$ cat config.mk
export PLATFORM = sky130hd
export DESIGN_NAME = tmcps_position
export DESIGN_NICKNAME = d
export VERILOG_FILES = /design/src/rtl/tmcps_pkg.sv /design/src/rtl/tmcps_position.sv
export SDC_FILE = /design/constraint.sdc
export NUM_CORES = 1
export LEC_CHECK = 0
export ABC_AREA = 0
export ABC_CLOCK_PERIOD_IN_PS = 5500
export BUFFER_PORTS_ARGS = -buffer_cell sky130_fd_sc_hd__buf_2
export CORE_MARGIN = 2
export CORE_UTILIZATION = 54
export CTS_CLUSTER_DIAMETER = 200
export DETAILED_ROUTE_END_ITERATION = 7
export GPL_ROUTABILITY_DRIVEN = 0
export PLACE_DENSITY_LB_ADDON = 0.15
export SETUP_SLACK_MARGIN = 0.3
export SLEW_MARGIN = 20
export SYNTH_ARGS = -nofsm -noshare
export SYNTH_HDL_FRONTEND = slang
export SYNTH_SLANG_ARGS = --single-unit
$ cat constraint.sdc
create_clock -name aclk -period 5.5 [get_ports aclk]
set_input_delay 0.55 -clock aclk [delete_from_list [all_inputs] [get_ports aclk]]
set_output_delay 0.55 -clock aclk [all_outputs]
set_load 0.02 [all_outputs]
$ cat src/rtl/tmcps_pkg.sv
`timescale 1ns / 1ps

package tmcps_pkg;

    localparam int TILE_SIZE_DEF = 5;
    localparam int MAX_DIM_DEF   = 4096;

    localparam int DIM_W  = 13;
    localparam int COST_W = 16;
    localparam int POS_W  = 12;
    localparam int CFG_W  = 16;
    localparam int IDX_W  = 2;

    localparam logic [DIM_W-1:0]  WIDTH_RST     = 13'd640;
    localparam logic [DIM_W-1:0]  HEIGHT_RST    = 13'd480;
    localparam logic [COST_W-1:0] CEILING_RST   = 16'd32768;
    localparam logic [COST_W-1:0] THRESHOLD_RST = 16'd1639;

    typedef enum logic [IDX_W-1:0] {
        CFG_IMAGE_WIDTH      = 2'd0,
        CFG_IMAGE_HEIGHT     = 2'd1,
        CFG_COST_CEILING     = 2'd2,
        CFG_ACCEPT_THRESHOLD = 2'd3
    } cfg_index_t;

    // Per-pixel control and payload handed from the position sequencer
    typedef struct packed {
        logic              first;
        logic              last;
        logic [COST_W-1:0] cost;
        logic [POS_W-1:0]  x;
        logic [POS_W-1:0]  y;
    } pixel_info_t;

    // One tile row entry of the state memory
    typedef struct packed {
        logic              has_point;
        logic [COST_W-1:0] cost;
        logic [POS_W-1:0]  x;
        logic [POS_W-1:0]  y;
    } tile_entry_t;

endpackage

$ cat src/rtl/tmcps_position.sv
`timescale 1ns / 1ps

module tmcps_position
    import tmcps_pkg::*;
#(
    parameter int TILE_SIZE = TILE_SIZE_DEF,
    parameter int MAX_DIM   = MAX_DIM_DEF,
    localparam int TILE_ROWS = (MAX_DIM + TILE_SIZE - 1) / TILE_SIZE,
    localparam int TR_W      = (TILE_ROWS > 1) ? $clog2(TILE_ROWS) : 1
) (
    input  logic              aclk,
    input  logic              aresetn,
    input  logic              accept,
    input  logic [DIM_W-1:0]  width,
    input  logic [DIM_W-1:0]  height,
    input  logic [COST_W-1:0] pixel_cost,
    output logic [TR_W-1:0]   tile_row,
    output pixel_info_t       info
);

    localparam int CNT_W = $clog2(MAX_DIM);
    localparam int RY_W  = $clog2(TILE_SIZE);

    logic [CNT_W-1:0] row_reg, row_next, col_reg, col_next;
    logic [RY_W-1:0]  ry_reg, ry_next, cit_reg, cit_next;
    logic [TR_W-1:0]  t_reg, t_next;

    logic [CNT_W-1:0] row_e, col_e;
    logic [RY_W-1:0]  ry_e, cit_e;
    logic [TR_W-1:0]  t_e;
    logic [DIM_W-1:0] row_p1, col_p1;
    logic [RY_W:0]    cit_p1;

    // Restart counters that fall outside a newly written size
    always_comb begin
        row_e = row_reg;
        ry_e  = ry_reg;
        t_e   = t_reg;
        col_e = col_reg;
        cit_e = cit_reg;
        if (DIM_W'(row_reg) >= height) begin
            row_e = '0;
            ry_e  = '0;
            t_e   = '0;
        end
        if (DIM_W'(col_reg) >= width) begin
            col_e = '0;
            cit_e = '0;
        end
    end

    assign row_p1 = DIM_W'(row_e) + DIM_W'(1);
    assign col_p1 = DIM_W'(col_e) + DIM_W'(1);
    assign cit_p1 = (RY_W+1)'(cit_e) + (RY_W+1)'(1);

    always_comb begin
        row_next = row_e;
        ry_next  = ry_e;
        t_next   = t_e;
        col_next = col_e;
        cit_next = cit_e;
        if (row_p1 >= height) begin
            row_next = '0;
            ry_next  = '0;
            t_next   = '0;
            col_next = (col_p1 >= width) ? '0 : col_p1[CNT_W-1:0];
            cit_next = (cit_p1 >= (RY_W+1)'(TILE_SIZE) || col_p1 >= width) ?
                       '0 : cit_p1[RY_W-1:0];
        end else begin
            row_next = row_p1[CNT_W-1:0];
            if (ry_e == RY_W'(TILE_SIZE - 1)) begin
                ry_next = '0;
                t_next  = t_e + TR_W'(1);
            end else begin
                ry_next = ry_e + RY_W'(1);
            end
        end
    end

    always_ff @(posedge aclk) begin
        if (!aresetn) begin
            row_reg <= '0;
            col_reg <= '0;
            ry_reg  <= '0;
            cit_reg <= '0;
            t_reg   <= '0;
        end else if (accept) begin
            row_reg <= row_next;
            col_reg <= col_next;
            ry_reg  <= ry_next;
            cit_reg <= cit_next;
            t_reg   <= t_next;
        end
    end

    assign tile_row   = t_e;
    assign info.first = (cit_e == '0) && (ry_e == '0);
    assign info.last  = ((cit_e == RY_W'(TILE_SIZE - 1)) || (col_p1 == width)) &&
                        ((ry_e == RY_W'(TILE_SIZE - 1)) || (row_p1 == height));
    assign info.cost  = pixel_cost;
    assign info.x     = POS_W'(col_e);
    assign info.y     = POS_W'(row_e);

endmodule

==> results.toml <==
[floorplan]
die_y_um = 88.3
dieArea_um2 = 7790
pin_count = 97
coreArea_um2 = 6830
start_util_pct = 56.2
placementRows = 30
die_width_um = 88.3

[clocking]
path_clk_slew_ns = 0.09
cts_max_path_buffers = 2
cts_sinks = 40
cts_tree = "done"
clk_latency_ns = 0.31
cts-root-buf = "clkbuf_8"
numCtsBuffers = 5
htree_num_levels = 2

[timing]
maxSlewHeadroom_pct = 66.0
fmaxAchievable_mhz = 201
timing.final.crit_share_pct = 90.2
whs_ns = 0.473
worstMarginPinSlew_ns = 0.503
finalSetupViolCount = 0
finalHoldViolations = 0
slew_violations = 0
grt_setup_unrepaired = "false"
finalCriticalPeriod_ns = 4.96
tns_ns = 0
fin_worst_skew_ns = 0.0102

[global_route]
grt.overflow.total = 0
grt_first_pass_wirelength_um = 15500
grt_antenna_before_repair = 0
first_global_vias = 3309
grt_max_degree = 24
grt_use_total_pct = 24.9

[layout]
nets = 655
areaGrowthSynthToFinish_pct = 13.7
n_antenna_cell = 0
final_cell_mix = "buf_2 (64), ha_1 (56), nor2_1 (46)"
num-fill-cells = 646
drive_above_1_share_pct = 20.8
fin_area_um2 = 4360
layout_commonest_cell = "buf_2"
instances_no_fill = 650

[logic_synthesis]
synth-seq-cells = 40
seq_area_frac_synth_pct = 20.9
netlist_instances = 498
syn_area_per_cell_um2 = 7.70
async_flop_share_pct = 0
ys.warnings.count = 0
ys_types = 62
synth_flop_cell = "dfxtp_1"
syn-cell-area_um2 = 3840
synth_edf_count = 0
synthesis.nets = 600

[drt]
dr.pass1.iters = 5
vias = 3665
drc = 0
drt-wirelength-per-cell_um = 15.1
dr.first_iter.drc_count = 173
postRouteAntennaNets = 0
via_per_inst = 5.64
wl_um = 9810

[setup_path]
critPathRequiredTime_ns = 5.70
crit_type = "flop to flop"
crit_path_start_kind = "flop"
worstSetupEndpointType = "flop"
critical_path_arrival_ns = 5.17
cp_max_fo = 7
r2r_slack_ns = 0.54

[placed_design]
placed_cell_area_um2 = 4150
place_inst = 637
dp_hpwl_um = 7380
port_buffers = 64

[pwr]
leakage_nw = 2.20
power.density_nw_per_um2 = 141
peakVddDrop_uv = 114

[job]
drv_cap = 0

[worst_hold_path]
hold_class = "flop to flop"

[status]
status = "complete, no violations"
repair_timing:
action,in CTS,in global routing
setup buffers,0,4
gates resized for setup,0,16
endpoints found under the setup margin,0,35
hold buffers,0,0
report_power, final:
part / internal (mW) / total [mW] / switching [mW]
Sequential: 0.292 / 0.294 / 0.00256
Combinational: 0.0406 / 0.0999 / 0.0593
Clock: 0.102 / 0.222 / 0.120
Total: 0.434 / 0.616 / 0.182
layout make-up:
class | count | area (µm²) | area share, %
clock buffer | 6 | 82.6 | 1.89
clock inverter | 2 | 15.0 | 0.344
multi-input combinational | 383 | 2750 | 63.0
sequential | 40 | 805 | 18.4
inverter | 46 | 173 | 3.96
tap | 96 | 120 | 2.75
timing repair buffer | 77 | 418 | 9.58
critical path, cell delays in order, from the launching register on:
cell	delay, ns
dfxtp_1	0.37
inv_1	0.09
ha_1	0.27
nand2b_1	0.14
a31oi_1	0.18
o21ai_0	0.16
a21oi_1	0.21
and2_1	0.18
ha_2	0.23
and3_1	0.22
nand3_1	0.15
inv_1	0.12
and3_1	0.24
nand3_2	0.13
xnor2_1	0.15
nor2_1	0.06
ha_1	0.35
o21a_1	0.15
nor2_1	0.04
a311o_1	0.38
o211ai_4	0.42
nor2_4	0.08
buf_4	0.17
a21o_1	0.18
a22o_1	0.17
routing by layer:
metal	GRT usage, %	vias to the layer above	wire length [µm]
li1	-	1860	-
met4	5.10	0	102
met2	39.0	107	4360
met1	36.5	1688	4840
met3	3.64	10	498
met5	0	-	0
per-stage QoR:
step	util, %	setup WS, ns	total power, mW
floorplan	-	0.495	0.378
global placement	60.7	0.328	0.390
detailed placement	60.7	0.233	0.391
CTS	62.1	0.322	0.610
global route	63.8	0.233	0.641
finish	63.8	0.536	0.616
cells in the mapped netlist, drive strengths merged, types with 3 or more instances:
cell	number	area, µm²
or2	4	25.0
nor3b	4	35.0
o31ai	3	22.5
dfxtp	40	801
a22o	7	61.3
a211oi	6	50.1
a31oi	3	18.8
a21o	8	60.1
nand3	27	135
or3	3	18.8
nand4	8	50.1
xnor2	10	87.6
o2bb2ai	3	32.5
clkbuf	8	30.0
inv	46	173
nand2	45	171
buf	22	168
a211o	4	35.0
nor3	9	61.3
ha	57	713
a32o	3	30.0
xor2	6	52.6
and2	27	169
nor4	5	37.5
nor2	49	186
o21ai	20	100
o22ai	5	37.5
a21oi	28	140
and3	9	56.3
o21a	5	37.5
path summary, 6_finish.rpt:
check                                             start                        to  cells after the start
worst max-delay path            row_reg[0]$_SDFFE_PN0P_  row_reg[11]$_SDFFE_PN0P_                     24
worst min-delay path             ry_reg[1]$_SDFFE_PN0P_    ry_reg[1]$_SDFFE_PN0P_                      2
worst max register to register  row_reg[0]$_SDFFE_PN0P_  row_reg[11]$_SDFFE_PN0P_                     24
worst min register to register   ry_reg[1]$_SDFFE_PN0P_    ry_reg[1]$_SDFFE_PN0P_                      2
cell families (layout without fill, tap and decap cells):
logic type      Yosys count  count (layout)  synth area share (%)
buf+inv                  76             131                  9.65
xor+xnor                 16              16                  3.65
flops                    40              40                  20.9
fa+ha+maj                57              57                  18.6
mux                       2               2                 0.522
compound gates          112             113                  21.2
simple gates            195             195                  25.5
(Power assumes the default switching activity.)
